File: config.mk
export PLATFORM = sky130hd
export DESIGN_NAME = izc_dot
export DESIGN_NICKNAME = d
export VERILOG_FILES = /design/src/sv/icosahedral_zone_classifier_core_defines.svh /design/src/sv/izc_pkg.sv /design/src/sv/izc_dot.sv
export SDC_FILE = /design/constraint.sdc
export NUM_CORES = 2
export LEC_CHECK = 0
export BUFFER_PORTS_ARGS = -buffer_cell sky130_fd_sc_hd__buf_2
export CORE_ASPECT_RATIO = 1.1
export CORE_MARGIN = 2
export CORE_UTILIZATION = 36
export DETAILED_ROUTE_END_ITERATION = 8
export GPL_ROUTABILITY_DRIVEN = 0
export PLACE_DENSITY = 0.61
export SLEW_MARGIN = 20
export SYNTH_ARGS = -nofsm -noshare
export SYNTH_HDL_FRONTEND = slang
export SYNTH_SLANG_ARGS = --single-unit
File: constraint.sdc
create_clock -name vclk -period 8.6
set_input_delay 0.43 -clock vclk [all_inputs]
set_output_delay 0.43 -clock vclk [all_outputs]
set_load 0.03 [all_outputs]
File: src/sv/icosahedral_zone_classifier_core_defines.svh
// ----------------------------------------------------------------------------
// icosahedral zone classifier defines
// assertion macros used by the classifier rtl, clocked on i_clk and
// disabled while i_rst_n is low
// ----------------------------------------------------------------------------
`ifndef ICOSAHEDRAL_ZONE_CLASSIFIER_CORE_DEFINES_SVH
`define ICOSAHEDRAL_ZONE_CLASSIFIER_CORE_DEFINES_SVH

// same-cycle implication
`define IZC_ASSERT_SAME(lbl, ante, cons, msg) \
    lbl: assert property (@(posedge i_clk) disable iff (!i_rst_n) (ante) |-> (cons)) \
        else $error(msg);

// next-cycle implication
`define IZC_ASSERT_NEXT(lbl, ante, cons, msg) \
    lbl: assert property (@(posedge i_clk) disable iff (!i_rst_n) (ante) |=> (cons)) \
        else $error(msg);

`endif

File: src/sv/izc_pkg.sv
// ----------------------------------------------------------------------------
// izc_pkg
// types, constants and register codes of the icosahedral zone classifier
// ----------------------------------------------------------------------------
`default_nettype none

package izc_pkg;

    localparam int NUM_ZONES   = 12;
    localparam int ZONE_W      = 4;
    localparam int COMP_W      = 16;
    localparam int DOT_W       = 32;
    localparam int FRAC_W      = 15;
    localparam int IN_TDATA_W  = 48;
    localparam int OUT_TDATA_W = 24;
    localparam int OUT_PAD_W   = OUT_TDATA_W - NUM_ZONES - 1 - ZONE_W;

    // vertex components in q1.15, a = b * golden ratio
    localparam logic signed [DOT_W-1:0] ICO_A = 32'sd27874;
    localparam logic signed [DOT_W-1:0] ICO_B = 32'sd17227;

    // threshold reset value, -1.0 in q1.15
    localparam logic signed [COMP_W-1:0] VIEW_COS_RST = 16'sh8000;

    typedef logic signed [COMP_W-1:0] t_comp;
    typedef logic signed [DOT_W-1:0]  t_dot;
    typedef t_dot                     t_dot_arr [NUM_ZONES];
    typedef logic [ZONE_W-1:0]        t_zone;
    typedef logic [NUM_ZONES-1:0]     t_mask;

    // configuration register indexes
    typedef enum logic [1:0] {
        CFG_VIEW_X   = 2'd0,
        CFG_VIEW_Y   = 2'd1,
        CFG_VIEW_Z   = 2'd2,
        CFG_VIEW_COS = 2'd3
    } t_cfg_idx;

    // configuration write bundle
    typedef struct packed {
        logic     we;
        t_cfg_idx addr;
        t_comp    data;
    } t_cfg_wr;

endpackage

`default_nettype wire

File: src/sv/izc_dot.sv
// ----------------------------------------------------------------------------
// izc_dot
// dot products of one vector with all twelve icosahedron vertices
// ----------------------------------------------------------------------------
`default_nettype none

module izc_dot (
    input  izc_pkg::t_comp    i_x,
    input  izc_pkg::t_comp    i_y,
    input  izc_pkg::t_comp    i_z,
    output izc_pkg::t_dot_arr o_dot
);

    izc_pkg::t_dot w_ax, w_bx, w_ay, w_by, w_az, w_bz;

    // six constant products shared by all vertices
    assign w_ax = izc_pkg::t_dot'(i_x) * izc_pkg::ICO_A;
    assign w_bx = izc_pkg::t_dot'(i_x) * izc_pkg::ICO_B;
    assign w_ay = izc_pkg::t_dot'(i_y) * izc_pkg::ICO_A;
    assign w_by = izc_pkg::t_dot'(i_y) * izc_pkg::ICO_B;
    assign w_az = izc_pkg::t_dot'(i_z) * izc_pkg::ICO_A;
    assign w_bz = izc_pkg::t_dot'(i_z) * izc_pkg::ICO_B;

    // vertices in the xy plane
    assign o_dot[0]  =  w_ax - w_by;
    assign o_dot[1]  =  w_ax + w_by;
    assign o_dot[2]  = -w_ax + w_by;
    assign o_dot[3]  = -w_ax - w_by;
    // vertices in the yz plane
    assign o_dot[4]  =  w_ay - w_bz;
    assign o_dot[5]  =  w_ay + w_bz;
    assign o_dot[6]  = -w_ay + w_bz;
    assign o_dot[7]  = -w_ay - w_bz;
    // vertices in the zx plane
    assign o_dot[8]  = -w_bx + w_az;
    assign o_dot[9]  =  w_bx + w_az;
    assign o_dot[10] =  w_bx - w_az;
    assign o_dot[11] = -w_bx - w_az;

endmodule

`default_nettype wire

# Word-level counts from Yosys, hierarchy flattened
# Cells that the tools add are included.
# op_classes
addsub,15
n_mul,6
# op_table
cell,count
32-bit adder,6
32-bit subtractor,6
16-bit by 16-bit multiplier with 32-bit output (second input constant),3
32-bit negation,3
16-bit by 15-bit multiplier with 31-bit output (second input constant),3
# totals
register_bits,0
inputBits,48
out_inout_bits,384
word_cells,21

# Depth between registers and ports, before layout
# depth
word_depth,3
depth_mapped,35
depth_no_buf,34

# Worst setup path after synthesis
# No wires, ideal clock.
# synth_timing
path_kind,in2out
from,input port i_y[15]
to,output port o_dot[159] (netlist bit)
arrival_ns,8.583
required_ns,8.170
slack_ns,-0.413
stages,27
path_buffers,2
path_cell_list,clkbuf_1 -> clkinv_1 -> fa_1 -> inv_1 -> fa_1 -> fa_1 -> fa_1 -> ha_1 -> ha_1 -> and2_1 -> and2_1 -> a21o_1 -> a221o_1 -> xor2_1 -> or3_1 -> or2_1 -> or3_1 -> nor2_1 -> xnor2_1 -> ha_1 -> clkbuf_1 -> or3_1 -> a211o_1 -> nand3b_1 -> a311oi_1 -> o21bai_1 -> xor2_1
# synth_rtl
item,line_no,source
from (decl),izc_dot.sv:9,"input izc_pkg::t_comp i_y,"
to (decl),izc_dot.sv:11,output izc_pkg::t_dot_arr o_dot

==> flow_summary_export.csv <==
group,metric,value,unit
outcome,outcome,"complete, no violations",
logic_synthesis,syn-cell-area,46210,um2
global_routing,grt_pass1_vias,41990,
worst_setup_path,crit_type,"primary input to output pin",
floorplan,start_util,36.38,%
finish,drive_gt1_share,13.51,%
worst_setup_path,critPathLaunchType,"primary input",
placement,postPlaceCellArea,51590,um2
finish,clkbuf_count,0,
timing,period_minus_slack,8.347,ns
logic_synthesis,synth_top_cell_by_area,"ha_1",
finish,layout_common_cells,"1,095 x inv_1, 1,043 x ha_1, 470 x fa_1",
global_routing,grt_max_degree,40,
floorplan,ios,432,
finish,syn_to_final_growth,13.21,%
min_path,hp-class,"primary input to output pin",
clocking,postCtsHoldBufs,0,
logic_synthesis,ys_types,89,
worst_setup_path,cp.required,8.17,ns
drt,dr_total_vias,41627,
logic_synthesis,synth_warnings,0,
floorplan,die_w,345.6,um
floorplan,core_area,127000,um2
finish,seq_cells,0,
global_routing,grt_pass1_wl,236.8,mm
finish,seqCellArea,0,um2
drt,drcViolationCount,0,
floorplan,die-area,131300,um2
finish,num-nets-final,7851,
finish,fill_cells,12915,
drt,ant_nets,0,
logic_synthesis,yosysSeqAreaShare,0,%
min_path,hold_start,"i_z[0]",
timing,setup_violations,0,
timing,max_freq,119.8,MHz
logic_synthesis,synth_top_cell_area_share,28.73,%
placement,port_buffers,432,
worst_setup_path,cp-startpoint,"i_x[12]",
timing,hold_viol_final,0,
logic_synthesis,avgSynthCellArea,8.057,um2
finish,final_common_cell,"inv_1",
drt,drt_iter0_drc,2352,
placement,dpl.hpwl,136.8,mm
worst_setup_path,max_stage_delay,0.54,ns
floorplan,num_rows,137,
drt,wl_per_cell,19.19,um
global_routing,antenna_found_initial,16,
worst_setup_path,arrival,7.92,ns
drt,first_pass_iters,7,
job,cap_violations,0,
timing,tightestPinTransition,1.030,ns
worst_setup_path,cp_max_fo,9,
logic_synthesis,synth_nets,7317,
timing,slew_headroom,31.07,%
logic_synthesis,netlist_instances,5736,
global_routing,grt_usage,22.52,%
floorplan,die_y,379.8,um
logic_synthesis,synth.area.top_cells,"ha_1 29%, fa_1 20%, inv_1 8.9%",
drt,wl,152.4,mm
timing,finalMaxSlewViolations,0,
timing,period_share,97.06,%
worst_setup_path,cp_slowest_cell,"fa_1",
finish,fin_area,52320,um2
worst_setup_path,crit_path_end_kind,"output pin",
drt,avgViaCountPerCell,5.241,
global_routing,overflow,0,
-- metal layers --
layer  vias up  GRT usage [%]  wire length (um)  part of all wire [%]
met5         -              0                13                0.0085
met4         2          7.335              6116                   4.0
met3       264          2.339              8525                   5.6
met2      1279          39.00             71630                    47
met1     20007          29.19             66120                    43
li1      20075              -                 -                     -
-- area by class of cell --
type               instances  area, um2  area share (%)
repair buffers           670       4000           7.645
diodes                     7      17.52         0.03348
multi-input cells       4499      42090           80.44
inverters               1099       4130           7.894
well taps               1668       2087           3.989
-- cell usage after synthesis, types with 75 or more instances --
master / instances
o21ai_0: 201
clkbuf_1: 114
fa_1: 472
ha_1: 1061
a21oi_1: 369
nor3_1: 127
o21bai_1: 98
a21o_1: 120
xnor2_1: 429
nand2b_1: 75
inv_1: 1095
xor2_1: 168
nand2_1: 191
nor2_1: 417
-- final timing paths --
check	end	slack, ns	cells after the start
worst max-delay path	o_dot[124]	0.25	29
worst min-delay path	o_dot[192]	1.47	3
-- repair_timing --
item,4_1_cts,5_1_grt
resized for setup,7,148
pin swaps,0,27
buffers inserted,0,9
endpoints found under the setup margin,5,66
cloned,0,0
-- logic make-up after synthesis --
kind of cell	count (synthesis)	synth area share, %
mux	13	0.2843
simple gates	1195	12.71
compound gates	1159	16.22
xor+xnor	599	11.40
buf+inv	1237	10.22
fa+ha+maj	1533	49.17
-- through the flow --
stage | TNS [ns] | hold slack (ns) | std cells | util, % | setup WS [ns]
2_1_floorplan | 0 | 0.9917 | 5736 | - | 0.007125
3_3_place_gp | -0.002197 | 1.473 | 7927 | 40.61 | -0.002197
3_5_place_dp | -0.04375 | 1.472 | 7927 | 40.61 | -0.03558
4_1_cts | 0 | 1.472 | 7927 | 40.64 | 0.01348
5_1_grt | -0.3639 | 1.477 | 7939 | 41.18 | -0.07331
6_report | 0 | 1.472 | 7943 | 41.19 | 0.2529
-- worst max-delay path: cells and delay by family --
| kind | cells | cell delay (ns) |
|---|---|---|
| AOI/OAI and AO/OA | 7 | 1.53 |
| adders and majority gates | 8 | 3.25 |
| xor gates and xnor gates | 2 | 0.35 |
| and+or+nand+nor | 4 | 1.22 |
| buffers and inverters | 8 | 1.11 |
