===== src/sv/icosahedral_zone_classifier_core_defines.svh =====
// ----------------------------------------------------------------------------
// icosahedral zone classifier defines
// assertion macros used by the classifier rtl, clocked on i_clk and
// disabled while i_rst_n is low
// ----------------------------------------------------------------------------
`ifndef ICOSAHEDRAL_ZONE_CLASSIFIER_CORE_DEFINES_SVH
`define ICOSAHEDRAL_ZONE_CLASSIFIER_CORE_DEFINES_SVH

// same-cycle implication
`define IZC_ASSERT_SAME(lbl, ante, cons, msg) \
    lbl: assert property (@(posedge i_clk) disable iff (!i_rst_n) (ante) |-> (cons)) \
        else $error(msg);

// next-cycle implication
`define IZC_ASSERT_NEXT(lbl, ante, cons, msg) \
    lbl: assert property (@(posedge i_clk) disable iff (!i_rst_n) (ante) |=> (cons)) \
        else $error(msg);

`endif


===== src/sv/izc_pkg.sv =====
// ----------------------------------------------------------------------------
// izc_pkg
// types, constants and register codes of the icosahedral zone classifier
// ----------------------------------------------------------------------------
`default_nettype none

package izc_pkg;

    localparam int NUM_ZONES   = 12;
    localparam int ZONE_W      = 4;
    localparam int COMP_W      = 16;
    localparam int DOT_W       = 32;
    localparam int FRAC_W      = 15;
    localparam int IN_TDATA_W  = 48;
    localparam int OUT_TDATA_W = 24;
    localparam int OUT_PAD_W   = OUT_TDATA_W - NUM_ZONES - 1 - ZONE_W;

    // vertex components in q1.15, a = b * golden ratio
    localparam logic signed [DOT_W-1:0] ICO_A = 32'sd27874;
    localparam logic signed [DOT_W-1:0] ICO_B = 32'sd17227;

    // threshold reset value, -1.0 in q1.15
    localparam logic signed [COMP_W-1:0] VIEW_COS_RST = 16'sh8000;

    typedef logic signed [COMP_W-1:0] t_comp;
    typedef logic signed [DOT_W-1:0]  t_dot;
    typedef t_dot                     t_dot_arr [NUM_ZONES];
    typedef logic [ZONE_W-1:0]        t_zone;
    typedef logic [NUM_ZONES-1:0]     t_mask;

    // configuration register indexes
    typedef enum logic [1:0] {
        CFG_VIEW_X   = 2'd0,
        CFG_VIEW_Y   = 2'd1,
        CFG_VIEW_Z   = 2'd2,
        CFG_VIEW_COS = 2'd3
    } t_cfg_idx;

    // configuration write bundle
    typedef struct packed {
        logic     we;
        t_cfg_idx addr;
        t_comp    data;
    } t_cfg_wr;

endpackage

`default_nettype wire


===== src/sv/izc_argmax.sv =====
// ----------------------------------------------------------------------------
// izc_argmax
// compare tree picking the largest dot product, lowest index on a tie
// ----------------------------------------------------------------------------
`default_nettype none

module izc_argmax (
    input  izc_pkg::t_dot_arr i_dot,
    output izc_pkg::t_zone    o_zone
);

    izc_pkg::t_dot  w_v1 [6];
    izc_pkg::t_zone w_i1 [6];
    izc_pkg::t_dot  w_v2 [3];
    izc_pkg::t_zone w_i2 [3];
    izc_pkg::t_dot  w_v3 [2];
    izc_pkg::t_zone w_i3 [2];

    // right side wins only when strictly greater, so lower index keeps ties
    always_comb begin
        for (int k = 0; k < 6; k++) begin
            if (i_dot[2*k+1] > i_dot[2*k]) begin
                w_v1[k] = i_dot[2*k+1];
                w_i1[k] = izc_pkg::t_zone'(2*k+1);
            end else begin
                w_v1[k] = i_dot[2*k];
                w_i1[k] = izc_pkg::t_zone'(2*k);
            end
        end
        for (int k = 0; k < 3; k++) begin
            if (w_v1[2*k+1] > w_v1[2*k]) begin
                w_v2[k] = w_v1[2*k+1];
                w_i2[k] = w_i1[2*k+1];
            end else begin
                w_v2[k] = w_v1[2*k];
                w_i2[k] = w_i1[2*k];
            end
        end
        // odd leftover passes straight to the last level
        if (w_v2[1] > w_v2[0]) begin
            w_v3[0] = w_v2[1];
            w_i3[0] = w_i2[1];
        end else begin
            w_v3[0] = w_v2[0];
            w_i3[0] = w_i2[0];
        end
        w_v3[1] = w_v2[2];
        w_i3[1] = w_i2[2];
        if (w_v3[1] > w_v3[0]) begin
            o_zone = w_i3[1];
        end else begin
            o_zone = w_i3[0];
        end
    end

endmodule

`default_nettype wire


===== config.mk =====
export PLATFORM = sky130hd
export DESIGN_NAME = izc_argmax
export DESIGN_NICKNAME = d
export VERILOG_FILES = /design/src/sv/icosahedral_zone_classifier_core_defines.svh /design/src/sv/izc_pkg.sv /design/src/sv/izc_argmax.sv
export SDC_FILE = /design/constraint.sdc
export NUM_CORES = 1
export LEC_CHECK = 0
export ABC_AREA = 1
export BUFFER_PORTS_ARGS = -buffer_cell sky130_fd_sc_hd__buf_2
export CAP_MARGIN = 20
export CORE_MARGIN = 5
export CORE_UTILIZATION = 59
export DETAILED_ROUTE_END_ITERATION = 8
export PLACE_DENSITY = 0.87
export SYNTH_ARGS = -nofsm -noshare
export SYNTH_HDL_FRONTEND = slang
export SYNTH_SLANG_ARGS = --single-unit

===== constraint.sdc =====
create_clock -name vclk -period 37
set_input_delay 7.4 -clock vclk [all_inputs]
set_output_delay 7.4 -clock vclk [all_outputs]
set_load 0.01 [all_outputs]

=== Yosys cells after proc, flatten, opt, wreduce, memory -nomap -nowiden ===
Index checks and enable logic that the tools add are counted.

* Magnitude comparators: 11
* Multiplexer cells: 21

{| class="wikitable"
|+ Operator list
! kind !! count
|-
| 32-bit > comparator || 11
|-
| 32-bit 2-to-1 mux || 10
|-
| 4-bit 2-to-1 mux || 5
|-
| 1-bit 2-to-1 mux || 6
|}

* Input port bits: 384
* Logic and storage cells: 32
* Register bits after elaboration: 0
* Output and inout port bits: 4

=== Longest topological paths before layout ===
* Depth in word-level cells: 8
* Mapped depth: 64
* Depth with buffers taken out: 59

=== Worst setup path after synthesis ===
Ideal clock, no wire load.

* Path type: input to output
* From: input i_dot[255] in the netlist's numbering
* To: output o_zone[0]
* Required time: 29.600 ns
* Setup slack: 14.606 ns
* Path buffers: 5
* Data arrival time: 14.994 ns
* Stages on the path: 56
* Path through: inv_1 -> ha_1 -> nand2_1 -> nor2_2 -> nand2_2 -> nor4b_4 -> nand2_1 -> nand2_1 -> nand2_1 -> nand3_2 -> buf_6 -> clkbuf_1 -> nand2_1 -> o21ai_0 -> inv_1 -> ha_1 -> nand2_1 -> inv_1 -> (+20 left out) -> buf_1 -> clkbuf_1 -> nand2_1 -> o21ai_2 -> ha_1 -> a21oi_1 -> o21ai_0 -> a21oi_1 -> nor2_1 -> o21ai_0 -> nand2_1 -> a221oi_1 -> nand2_1 -> xor2_1 -> nand2_1 -> inv_1 -> nand3_1 -> nand2_1

* Word-level cells in the longest chain between the ends: 8
* Elaborated cells between the ends (all ways): 11
* Classes of those cells: order compare: 4; mux: 7

{| class="wikitable"
|+ RTL lines
! item !! line !! RTL
|-
| start: declaration || izc_argmax.sv:8 || <nowiki>input izc_pkg::t_dot_arr i_dot,</nowiki>
|-
| 32-bit > comparator || izc_argmax.sv:22 || <nowiki>if (i_dot[2*k+1] > i_dot[2*k]) begin</nowiki>
|-
| 32-bit 2-to-1 mux || izc_argmax.sv:22 ||
|-
| 32-bit > comparator || izc_argmax.sv:31 || <nowiki>if (w_v1[2*k+1] > w_v1[2*k]) begin</nowiki>
|-
| 32-bit 2-to-1 mux || izc_argmax.sv:31 ||
|-
| 32-bit > comparator || izc_argmax.sv:40 || <nowiki>if (w_v2[1] > w_v2[0]) begin</nowiki>
|-
| 32-bit 2-to-1 mux || izc_argmax.sv:40 ||
|-
| 32-bit > comparator || izc_argmax.sv:49 || <nowiki>if (w_v3[1] > w_v3[0]) begin</nowiki>
|-
| 4-bit 2-to-1 mux * || izc_argmax.sv:49 ||
|-
| end: declaration || izc_argmax.sv:9 || <nowiki>output izc_pkg::t_zone o_zone</nowiki>
|}

Mark *: on every way between the ends. The rest lies on a longest branch, timed or not.

=== Final worst setup path ===
* From: input i_dot[191] in the netlist's numbering
* To: output o_zone[1]

* Word-level cells in the longest chain between the ends: 8
* Elaborated cells between the ends (all ways): 10
* Classes of those cells: order compare: 4; mux: 6

{| class="wikitable"
|+ RTL lines
! item !! line
|-
| 32-bit > comparator || izc_argmax.sv:22
|-
| 32-bit 2-to-1 mux * || izc_argmax.sv:22
|-
| 32-bit > comparator || izc_argmax.sv:31
|-
| 32-bit 2-to-1 mux || izc_argmax.sv:31
|-
| 32-bit > comparator || izc_argmax.sv:40
|-
| 32-bit 2-to-1 mux || izc_argmax.sv:40
|-
| 32-bit > comparator || izc_argmax.sv:49
|-
| 4-bit 2-to-1 mux * || izc_argmax.sv:49
|}

Marks and branches as above.

==> metrics.yaml <==
critical_path:
  cp-end-kind: "output port"
  crit_slowest_cell: "nand3_4"
  startpoint: "i_dot[191]"
  crit_required_ns: 29.60
  path_common_cell: "nand2_1"
  path_class: "input port to output port"
  critPathArrivalTime_ns: 17.21
  cpPeakStageDelay_ns: 0.65
  crit_path_start_kind: "input port"
  cp_max_fo: 68
  endpoint: "o_zone[1]"
synthesis:
  syn_avg_cell_area_um2: 6.06
  synth.area.mux_share_pct: 0
  synth_top_family_by_area: "adder cells"
  synth.yosys.seq_area_share_pct: 0
  synth-compound-area-share_pct: 25.6
  syn_nets: 2785
  yosys.area_share.simple_pct: 27.0
  synthTopCellsByCount: "nand2_1, ha_1, inv_1, a21oi_1, o21ai_0"
  yosys-top-cells-area: "ha_1, nand2_1, a21oi_1, inv_1, o21ai_0"
  synth.distinct_cells: 46
  synth_top_area_share_pct: 35.1
  netlist_area_um2: 12400
  synth_xor_area_share_pct: 0.211
  yosysWarnings: 0
  yosysMostFrequentCell: "nand2_1"
  synthAdderAreaFrac_pct: 35.1
  synth_area_leader_cell: "ha_1"
  synth_cells: 2052
route:
  viasPerCell: 5.71
  antenna_left: 0
  wl_per_cell_um: 15.9
  drt_drc_violations_left: 0
  first_pass_iters: 6
  drtIter0Drc: 866
  wirelength_um: 42300
  via_count: 15200
floorplanning:
  die_w_um: 155
  fp.dieH_um: 155
  num_rows: 53
  start_util_pct: 59.5
  dieArea_um2: 24100
  ios: 388
  core_area_um2: 20900
flow_run:
  maxCapViolations: 0
timing:
  hold_violations: 0
  period_needed_ns: 24.61
  slew_viol_final: 0
  rsz0062_at_grt: "false"
  slew_headroom_pct: 38.0
  tns_ns: 0
  fmax_ghz: 0.0406
  worstMarginPinSlew_ns: 0.930
  fin_ws_ns: 12.39
  setup_viol: 0
  period_share_pct: 66.5
cells_and_area:
  seq_cell_count: 0
  layout.nets: 3113
  ff_latch_area_um2: 0
  area_growth_pct: 16.1
  antennaDiodeCount: 0
  clkbuf_count: 0
  drive_above_1_share_pct: 21.8
  stdcell_count: 2653
  n_fill_cell: 1937
placement:
  dp_hpwl_um: 37900
  port-buffer-count: 388
  dp_slack_ns: 12.08
  dp.cells: 2652
  gp_congestion: 1.01
clock_network:
  cts_setup_buffers: 0
  cts_resized: 0
  cts-hold-fix-buffers: 0
global_routing:
  grt_max_degree: 69
  grt_pass1_wl_um: 65800
  grt_pass1_vias: 14600
  grt_use_total_pct: 32.6
  antenna_found_initial: 0
  grt-ovfl-total: 0
pwr:
  power.density_nw_per_um2: 56.6
  ir_worst_vdd_v: 0.0000777
  p_leak_nw: 8.40
status:
  status: "complete, no violations"
worst_hold_path:
  min_path_type: "input port to output port"
==> through the flow <==
stage	total power, mW	hold WS, ns	util, %	cell area [um^2]
floorplan	0.591	15.41	-	12400
global placement	0.771	15.88	68.8	14400
detailed placement	0.801	15.90	69.0	14400
CTS	0.805	15.90	69.0	14400
global route	0.917	16.03	69.1	14400
finish	0.817	15.92	69.1	14400
==> critical path, delay by kind of cell <==
kind / cells / cell delay [ns]
AND/OR/NAND/NOR: 26 / 4.69
AO/OA/AOI/OAI: 9 / 2.19
adder cells (fa/ha/maj): 4 / 1.34
XOR/XNOR: 1 / 0.14
buffers and inverters: 7 / 1.43
==> routing by layer <==
layer,share of wire [%],GRT usage [%],vias up
met5,0,0,-
li1,-,-,7627
met4,4.5,13.1,0
met1,41,38.9,6697
met2,47,57.9,680
met3,8.4,5.48,149
==> worst min path at each step <==
stage	startpoint	to	slack, ns	depth (start not counted)
2_1_floorplan	i_dot[161]	o_zone[0]	15.41	9
3_3_place_gp	i_dot[225]	o_zone[0]	15.88	11
3_5_place_dp	i_dot[225]	o_zone[0]	15.90	11
4_1_cts	i_dot[225]	o_zone[0]	15.90	11
5_1_grt	i_dot[225]	o_zone[1]	16.03	10
6_report	i_dot[225]	o_zone[0]	15.92	11
==> cell families (layout without fill, tap and decap cells) <==
family	count (synthesis)	after routing
and+or+nand+nor	779	779
AOI/OAI and AO/OA	556	556
buffers and inverters	365	691
adders and majority gates	349	349
xor gates and xnor gates	3	3
==> power by group <==
group / internal, mW / total, mW / switching, mW
Sequential: 0 / 0 / 0
Combinational: 0.285 / 0.817 / 0.532
Clock: 0 / 0 / 0
==> cell usage in the layout, fill, tap and decap left out, drive strengths merged, types with 2 or more instances in the layout <==
cell type  instances
nor4b              4
a21o               2
nand2            497
nor2             163
a211oi            15
a221oi             4
o21ai            261
a21oi            245
o221ai             4
o21a               6
xnor2              2
a2111oi            2
nand4             41
o211ai             3
ha               349
inv              298
nand3b             2
nand3             43
o2111ai            2
nor4              10
o21bai             8
buf              393
nor3              14
o221a              2
==> layout make-up <==
cell class,count,area (um^2),area share [%]
Tap cell,275,344,2.38
Timing Repair Buffer,393,2010,13.9
Inverter,298,1120,7.79
Multi-Input combinational cell,1687,10900,75.9
(Power assumes the default switching activity.)
