**config.mk**
```make
export PLATFORM = sky130hd
export DESIGN_NAME = izc_view_cfg
export DESIGN_NICKNAME = d
export VERILOG_FILES = /design/src/sv/icosahedral_zone_classifier_core_defines.svh /design/src/sv/izc_pkg.sv /design/src/sv/izc_dot.sv /design/src/sv/izc_view_cfg.sv
export SDC_FILE = /design/constraint.sdc
export NUM_CORES = 2
export LEC_CHECK = 0
export BUFFER_PORTS_ARGS = -buffer_cell sky130_fd_sc_hd__clkbuf_2
export CAP_MARGIN = 15
export CELL_PAD_IN_SITES_DETAIL_PLACEMENT = 0
export CELL_PAD_IN_SITES_GLOBAL_PLACEMENT = 2
export CORE_MARGIN = 1.5
export CORE_UTILIZATION = 42
export CTS_CLUSTER_DIAMETER = 30
export DETAILED_ROUTE_END_ITERATION = 10
export PLACE_DENSITY_LB_ADDON = 0.05
export SLEW_MARGIN = 20
export SYNTH_ARGS = -nofsm -noshare
export SYNTH_HDL_FRONTEND = slang
export SYNTH_HIERARCHICAL = 1
export SYNTH_SLANG_ARGS = --single-unit
```
**constraint.sdc**
```tcl
create_clock -name i_clk -period 13.7 [get_ports i_clk]
set_clock_uncertainty 0.05 [all_clocks]
set_input_delay 2.74 -clock i_clk [delete_from_list [all_inputs] [get_ports i_clk]]
set_output_delay 2.74 -clock i_clk [all_outputs]
set_load 0.005 [all_outputs]
```
**src/sv/icosahedral_zone_classifier_core_defines.svh**
```systemverilog
// ----------------------------------------------------------------------------
// icosahedral zone classifier defines
// assertion macros used by the classifier rtl, clocked on i_clk and
// disabled while i_rst_n is low
// ----------------------------------------------------------------------------
`ifndef ICOSAHEDRAL_ZONE_CLASSIFIER_CORE_DEFINES_SVH
`define ICOSAHEDRAL_ZONE_CLASSIFIER_CORE_DEFINES_SVH

// same-cycle implication
`define IZC_ASSERT_SAME(lbl, ante, cons, msg) \
    lbl: assert property (@(posedge i_clk) disable iff (!i_rst_n) (ante) |-> (cons)) \
        else $error(msg);

// next-cycle implication
`define IZC_ASSERT_NEXT(lbl, ante, cons, msg) \
    lbl: assert property (@(posedge i_clk) disable iff (!i_rst_n) (ante) |=> (cons)) \
        else $error(msg);

`endif

```
**src/sv/izc_pkg.sv**
```systemverilog
// ----------------------------------------------------------------------------
// izc_pkg
// types, constants and register codes of the icosahedral zone classifier
// ----------------------------------------------------------------------------
`default_nettype none

package izc_pkg;

    localparam int NUM_ZONES   = 12;
    localparam int ZONE_W      = 4;
    localparam int COMP_W      = 16;
    localparam int DOT_W       = 32;
    localparam int FRAC_W      = 15;
    localparam int IN_TDATA_W  = 48;
    localparam int OUT_TDATA_W = 24;
    localparam int OUT_PAD_W   = OUT_TDATA_W - NUM_ZONES - 1 - ZONE_W;

    // vertex components in q1.15, a = b * golden ratio
    localparam logic signed [DOT_W-1:0] ICO_A = 32'sd27874;
    localparam logic signed [DOT_W-1:0] ICO_B = 32'sd17227;

    // threshold reset value, -1.0 in q1.15
    localparam logic signed [COMP_W-1:0] VIEW_COS_RST = 16'sh8000;

    typedef logic signed [COMP_W-1:0] t_comp;
    typedef logic signed [DOT_W-1:0]  t_dot;
    typedef t_dot                     t_dot_arr [NUM_ZONES];
    typedef logic [ZONE_W-1:0]        t_zone;
    typedef logic [NUM_ZONES-1:0]     t_mask;

    // configuration register indexes
    typedef enum logic [1:0] {
        CFG_VIEW_X   = 2'd0,
        CFG_VIEW_Y   = 2'd1,
        CFG_VIEW_Z   = 2'd2,
        CFG_VIEW_COS = 2'd3
    } t_cfg_idx;

    // configuration write bundle
    typedef struct packed {
        logic     we;
        t_cfg_idx addr;
        t_comp    data;
    } t_cfg_wr;

endpackage

`default_nettype wire

```
**src/sv/izc_dot.sv**
```systemverilog
// ----------------------------------------------------------------------------
// izc_dot
// dot products of one vector with all twelve icosahedron vertices
// ----------------------------------------------------------------------------
`default_nettype none

module izc_dot (
    input  izc_pkg::t_comp    i_x,
    input  izc_pkg::t_comp    i_y,
    input  izc_pkg::t_comp    i_z,
    output izc_pkg::t_dot_arr o_dot
);

    izc_pkg::t_dot w_ax, w_bx, w_ay, w_by, w_az, w_bz;

    // six constant products shared by all vertices
    assign w_ax = izc_pkg::t_dot'(i_x) * izc_pkg::ICO_A;
    assign w_bx = izc_pkg::t_dot'(i_x) * izc_pkg::ICO_B;
    assign w_ay = izc_pkg::t_dot'(i_y) * izc_pkg::ICO_A;
    assign w_by = izc_pkg::t_dot'(i_y) * izc_pkg::ICO_B;
    assign w_az = izc_pkg::t_dot'(i_z) * izc_pkg::ICO_A;
    assign w_bz = izc_pkg::t_dot'(i_z) * izc_pkg::ICO_B;

    // vertices in the xy plane
    assign o_dot[0]  =  w_ax - w_by;
    assign o_dot[1]  =  w_ax + w_by;
    assign o_dot[2]  = -w_ax + w_by;
    assign o_dot[3]  = -w_ax - w_by;
    // vertices in the yz plane
    assign o_dot[4]  =  w_ay - w_bz;
    assign o_dot[5]  =  w_ay + w_bz;
    assign o_dot[6]  = -w_ay + w_bz;
    assign o_dot[7]  = -w_ay - w_bz;
    // vertices in the zx plane
    assign o_dot[8]  = -w_bx + w_az;
    assign o_dot[9]  =  w_bx + w_az;
    assign o_dot[10] =  w_bx - w_az;
    assign o_dot[11] = -w_bx - w_az;

endmodule

`default_nettype wire

```
**src/sv/izc_view_cfg.sv**
```systemverilog
// ----------------------------------------------------------------------------
// izc_view_cfg
// view vector and threshold registers, field-of-view zone mask
// ----------------------------------------------------------------------------
`default_nettype none

module izc_view_cfg (
    input  wire               i_clk,
    input  wire               i_rst_n,
    input  izc_pkg::t_cfg_wr  i_cfg,
    output izc_pkg::t_mask    o_mask
);

    izc_pkg::t_comp    r_view_x, r_view_y, r_view_z, r_view_cos;
    izc_pkg::t_dot_arr w_dot;
    izc_pkg::t_dot     w_thr;

    // register writes
    always_ff @(posedge i_clk) begin
        if (!i_rst_n) begin
            r_view_x   <= '0;
            r_view_y   <= '0;
            r_view_z   <= '0;
            r_view_cos <= izc_pkg::VIEW_COS_RST;
        end else if (i_cfg.we) begin
            unique case (i_cfg.addr)
                izc_pkg::CFG_VIEW_X:   r_view_x   <= i_cfg.data;
                izc_pkg::CFG_VIEW_Y:   r_view_y   <= i_cfg.data;
                izc_pkg::CFG_VIEW_Z:   r_view_z   <= i_cfg.data;
                izc_pkg::CFG_VIEW_COS: r_view_cos <= i_cfg.data;
                default: ;
            endcase
        end
    end

    // view dot products in q2.30
    izc_dot u_view_dot (
        .i_x   (r_view_x),
        .i_y   (r_view_y),
        .i_z   (r_view_z),
        .o_dot (w_dot)
    );

    // threshold scaled from q1.15 to q2.30
    assign w_thr = izc_pkg::t_dot'(r_view_cos) <<< izc_pkg::FRAC_W;

    always_comb begin
        for (int i = 0; i < izc_pkg::NUM_ZONES; i++) begin
            o_mask[i] = (w_dot[i] > w_thr);
        end
    end

endmodule

`default_nettype wire

```
## Word level (Yosys, flattened, before mapping)

Cells that the tools add are included.

| cells by class | value |
|---|---|
| reduce and logical (&&, ||, !) cells | 5 |
| $add $sub $neg | 15 |
| multiply operators | 6 |
| equality and inequality tests | 3 |
| order comparisons | 12 |

Operator list:

| kind | number |
|---|---|
| > comparator 32 x 31 -> 1 bit | 12 |
| adder 32 bit | 6 |
| subtractor 32 bit | 6 |
| multiplier 16 x 16 -> 32 bit, second input constant | 3 |
| negator 32 bit | 3 |
| multiplier 16 x 15 -> 31 bit, second input constant | 3 |
| AND reduction 2 bit | 4 |
| equality test 2 bit, second input constant | 2 |
| equality test 2 x 1 -> 1 bit, second input constant | 1 |
| logical NOT 2 bit | 1 |

| word-level totals | value |
|---|---|
| output and inout bits | 12 |
| bits of input ports | 21 |
| flip-flop bits (word level) | 64 |

## Longest topological paths before layout

| logic depth | value |
|---|---|
| depth after elaboration | 4 |
| mapped depth | 41 |

## Hierarchy

Netlist, hierarchy kept.

By module, submodules not included:

| module | sequential area each (µm²) | times used | area each (µm²) | cells an instance |
|---|---|---|---|---|
| izc_dot | 0.0 | 1 | 46505.9 | 5760 |
| izc_view_cfg | 1281.2 | 1 | 7277.0 | 888 |

## Least setup slack after synthesis

OpenSTA, ideal clock, no wires.

| timing path | value |
|---|---|
| kind | register to output |
| from | register r_view_y[15] |
| to | output port o_mask[7] |
| data arrival time | 10.074 ns |
| required time | 10.910 ns |
| cell stages (with the launch flop) | 34 |
| path slack | 0.836 ns |
| path through | dfxtp_1 inv_1 fa_1 inv_1 fa_1 fa_1 fa_1 ha_1 ha_1 a21o_1 or3_1 nor3_1 o21a_1 xnor2_1 or4_1 or4_1 nor2_1 nand2_1 xnor2_1 ha_1 clkbuf_1 nor3_1 a21o_1 a31oi_1 or3_1 a2111oi_0 a211oi_1 ha_1 nand4_1 nor3_1 nand4_1 o311ai_1 o21ai_0 a21oi_1 |

RTL lines:

| what | RTL line | RTL |
|---|---|---|
| start: declaration | izc_view_cfg.sv:14 | `izc_pkg::t_comp r_view_x, r_view_y, r_view_z, r_view_cos;` |
| start signal: assignment | izc_view_cfg.sv:28 | `izc_pkg::CFG_VIEW_Y: r_view_y <= i_cfg.data;` |
| end: declaration | izc_view_cfg.sv:11 | `output izc_pkg::t_mask o_mask` |

==> reports/metrics.yaml <==
setup_path:
  endpoint_kind: "output pin"
  arrival_ns: 10.45
  cp.required_ns: 10.91
  slowest_stage: "fa_1"
  crit_fanout: 8
  crit_start: "r_view_x[11]"
  crit_family: "adder cells"
  crit_top_cell: "ha_1"
  path_buf_inv: 6
  r2r-start: "r_view_cos[15]"
  critPathKind: "reg2out"
  crit_path_max_incr_delay_ns: 0.52
  cp-start-kind: "flop"
yosys:
  ys_ff_latch: 64
  synth.top_cell.area_share_pct: 29.4
  synth_edf_count: 0
  synthTopCellsByArea: "ha_1, fa_1, inv_1"
  synth_fp_nets: 8406
  ys_warn_count: 6
  yosysSeqAreaShare_pct: 2.38
  synthCells: 6648
  synthFlopType: "dfxtp_1"
  yosys.area.top_type: "ha_1"
  async_reset_ff_share_pct: 0
  synth.distinct_cells: 100
  syn-cell-area_sq_um: 53800
  synth_area_per_cell_sq_um: 8.09
clock_network:
  path_clk_slew_ns: 0.06
  insertion_delay_ns: 0.35
  cts_tree: "done"
  htree_levels: 3
  cts_buffers: 9
  clockBufferDepth: 2
  cts.sinks: 64
  root_buffer: "clkbuf_16"
power:
  p_leak_nw: 29.6
  swShare_pct: 57.4
  p_seq_share_pct: 2.7
  internal-power_w: 0.00330
  clockPowerShare_pct: 3.2
  irDropWorstVdd_mv: 0.160
  power.density_nw_per_um2: 136
  p_comb_share_pct: 94.2
  p_switching_w: 0.00443
grt:
  grt_max_degree: 65
  grt_overflow_total: 0
  grt_pass1_vias: 45400
  grt_use_total_pct: 26.9
  grt_pass1_wl_mm: 273
  antenna_found_initial: 13
floorplan:
  initial_core_util_pct: 42.2
  dieWidth_um: 361
  fp.dieH_um: 361
  num_rows: 131
  core_area_sq_um: 127000
  io_pins: 33
  die_area_sq_um: 130000
cells_and_area:
  final_cell_mix: "ha_1, inv_1, fa_1"
  area_growth_pct: 5.51
  final_common_cell: "ha_1"
  fill_cells: 13000
  regArea_sq_um: 1300
  final_cell_count_no_fill: 8313
  multi_input_area_sq_um: 47800
  nets: 8401
  final_area_sq_um: 56700
  finish.utilization_pct: 44.6
  drive_gt1_share_pct: 4.56
min_path:
  hp-start: "r_view_cos[5]"
  min_path_type: "reg2reg"
placement:
  portBuffers: 32
  placed_area_sq_um: 56200
  gp_congestion: 0.931
  place_inst: 8293
  hpwlAfterDp_mm: 156
detailed_routing:
  ant_nets: 0
  wire_per_inst_um: 21.2
  drcViolationCount: 0
  vias: 45300
  dr.first_iter.drc_count: 2537
  dr.pass1.iters: 7
  vias_per_cell: 5.45
  wl_mm: 177
sta:
  report.final.slew_viol_count: 0
  worst_pin_slew_ns: 1.14
  slew_headroom_pct: 23.6
  hold_slack_ns: 0.412
  finalSetupViolations: 0
  hold_violations: 0
  final.setup.tns_ns: 0
  fin_crit_ns: 13.24
  fmax_mhz: 75.6
  period_share_pct: 96.6
  rsz0062_at_grt: "no"
job:
  maxCapViolCount: 0
outcome:
  outcome: "completed"
## sequential cells by signal, summed over array words and instances, names as in the netlist
name,flops
r_view_cos,16
r_view_x,16
r_view_y,16
r_view_z,16
## timing repair
action                                  CTS  global route
resized for setup                         2            52
pin swaps                                 0             1
buffers inserted                          0             1
endpoints found under the setup margin    2             9
hold buffers                              0             0
## metal layers
metal	vias to the layer above	share of wire, %	GRT usage (%)
li1	22500	-	-
met1	21700	50	39.3
met2	844	43	42.1
met3	162	4.2	2.69
met4	22	2.9	6.86
met5	-	0.070	0
## final timing paths
kind	to	slack, ns	cells past startpoint
worst min-delay path	r_view_cos[5]	0.41	2
worst min register to register	r_view_cos[5]	0.41	2
worst max register to register	r_view_cos[15]	11.98	3
worst max-delay path	o_mask[3]	0.46	32
## cell type report
class	count	area share, %
multi-input cells	5291	84.2
inverters	1121	7.42
well taps	1662	3.66
flip-flops and latches	64	2.29
repair buffers	156	1.93
clock buffers	9	0.397
clock inverters	7	0.134
diodes	3	0.0132
## through the flow
| step | setup slack, ns | power (W) |
|---|---|---|
| after floorplan | 0.836 | 0.00549 |
| after global placement | 0.380 | 0.00735 |
| after detailed placement | 0.270 | 0.00735 |
| after CTS | 0.0716 | 0.00766 |
| after global routing | 0.000801 | 0.00862 |
| final | 0.465 | 0.00773 |
## cells in the mapped netlist (16+ instances only)
cell and instances:
o41ai_1 19, and3_1 26, dfxtp_1 64, o211ai_1 31, a211oi_1 36, ha_1 1265, a211o_1 17, a31oi_1 34
o31ai_1 28, nor2b_1 67, xnor2_1 437, or2_2 37, or4_1 17, nor4_1 72, nand4_1 73, nand3_1 68
or3_1 37, buf_4 20, nor3_1 124, nand2b_1 82, a21o_1 161, inv_1 1120, nor2_1 439, o21bai_1 121
o21a_1 52, a221oi_1 16, xor2_1 155, fa_1 472, nand2_1 334, clkbuf_1 141, a21oi_1 470, and2_1 39
a21boi_0 77, o21ai_0 222
## worst reg2reg max path, stage by stage (launching register included)
cell      delay, ns
dfxtp_1        0.39
inv_1          0.44
buf_4          0.50
o211ai_1       0.18
## logic make-up after synthesis
family | count (synthesis) | synth area share (%)
adders and majority gates | 1737 | 47.0
muxes | 12 | 0.228
AOI/OAI and AO/OA | 1447 | 17.6
buffers and inverters | 1293 | 9.19
xor gates and xnor gates | 597 | 9.86
DFF | 64 | 2.38
and+or+nand+nor | 1498 | 13.8
## power by group through the flow
stage | logic, W | registers (W) | clock network (W)
2_1_floorplan | 0.00528 | 0.000211 | 0
3_3_place_gp | 0.00714 | 0.000209 | 0
3_5_place_dp | 0.00714 | 0.000209 | 0
4_1_cts | 0.00720 | 0.000205 | 0.000250
5_1_grt | 0.00816 | 0.000206 | 0.000254
6_report | 0.00728 | 0.000206 | 0.000245
No activity file was read; power rests on OpenSTA's default activity.
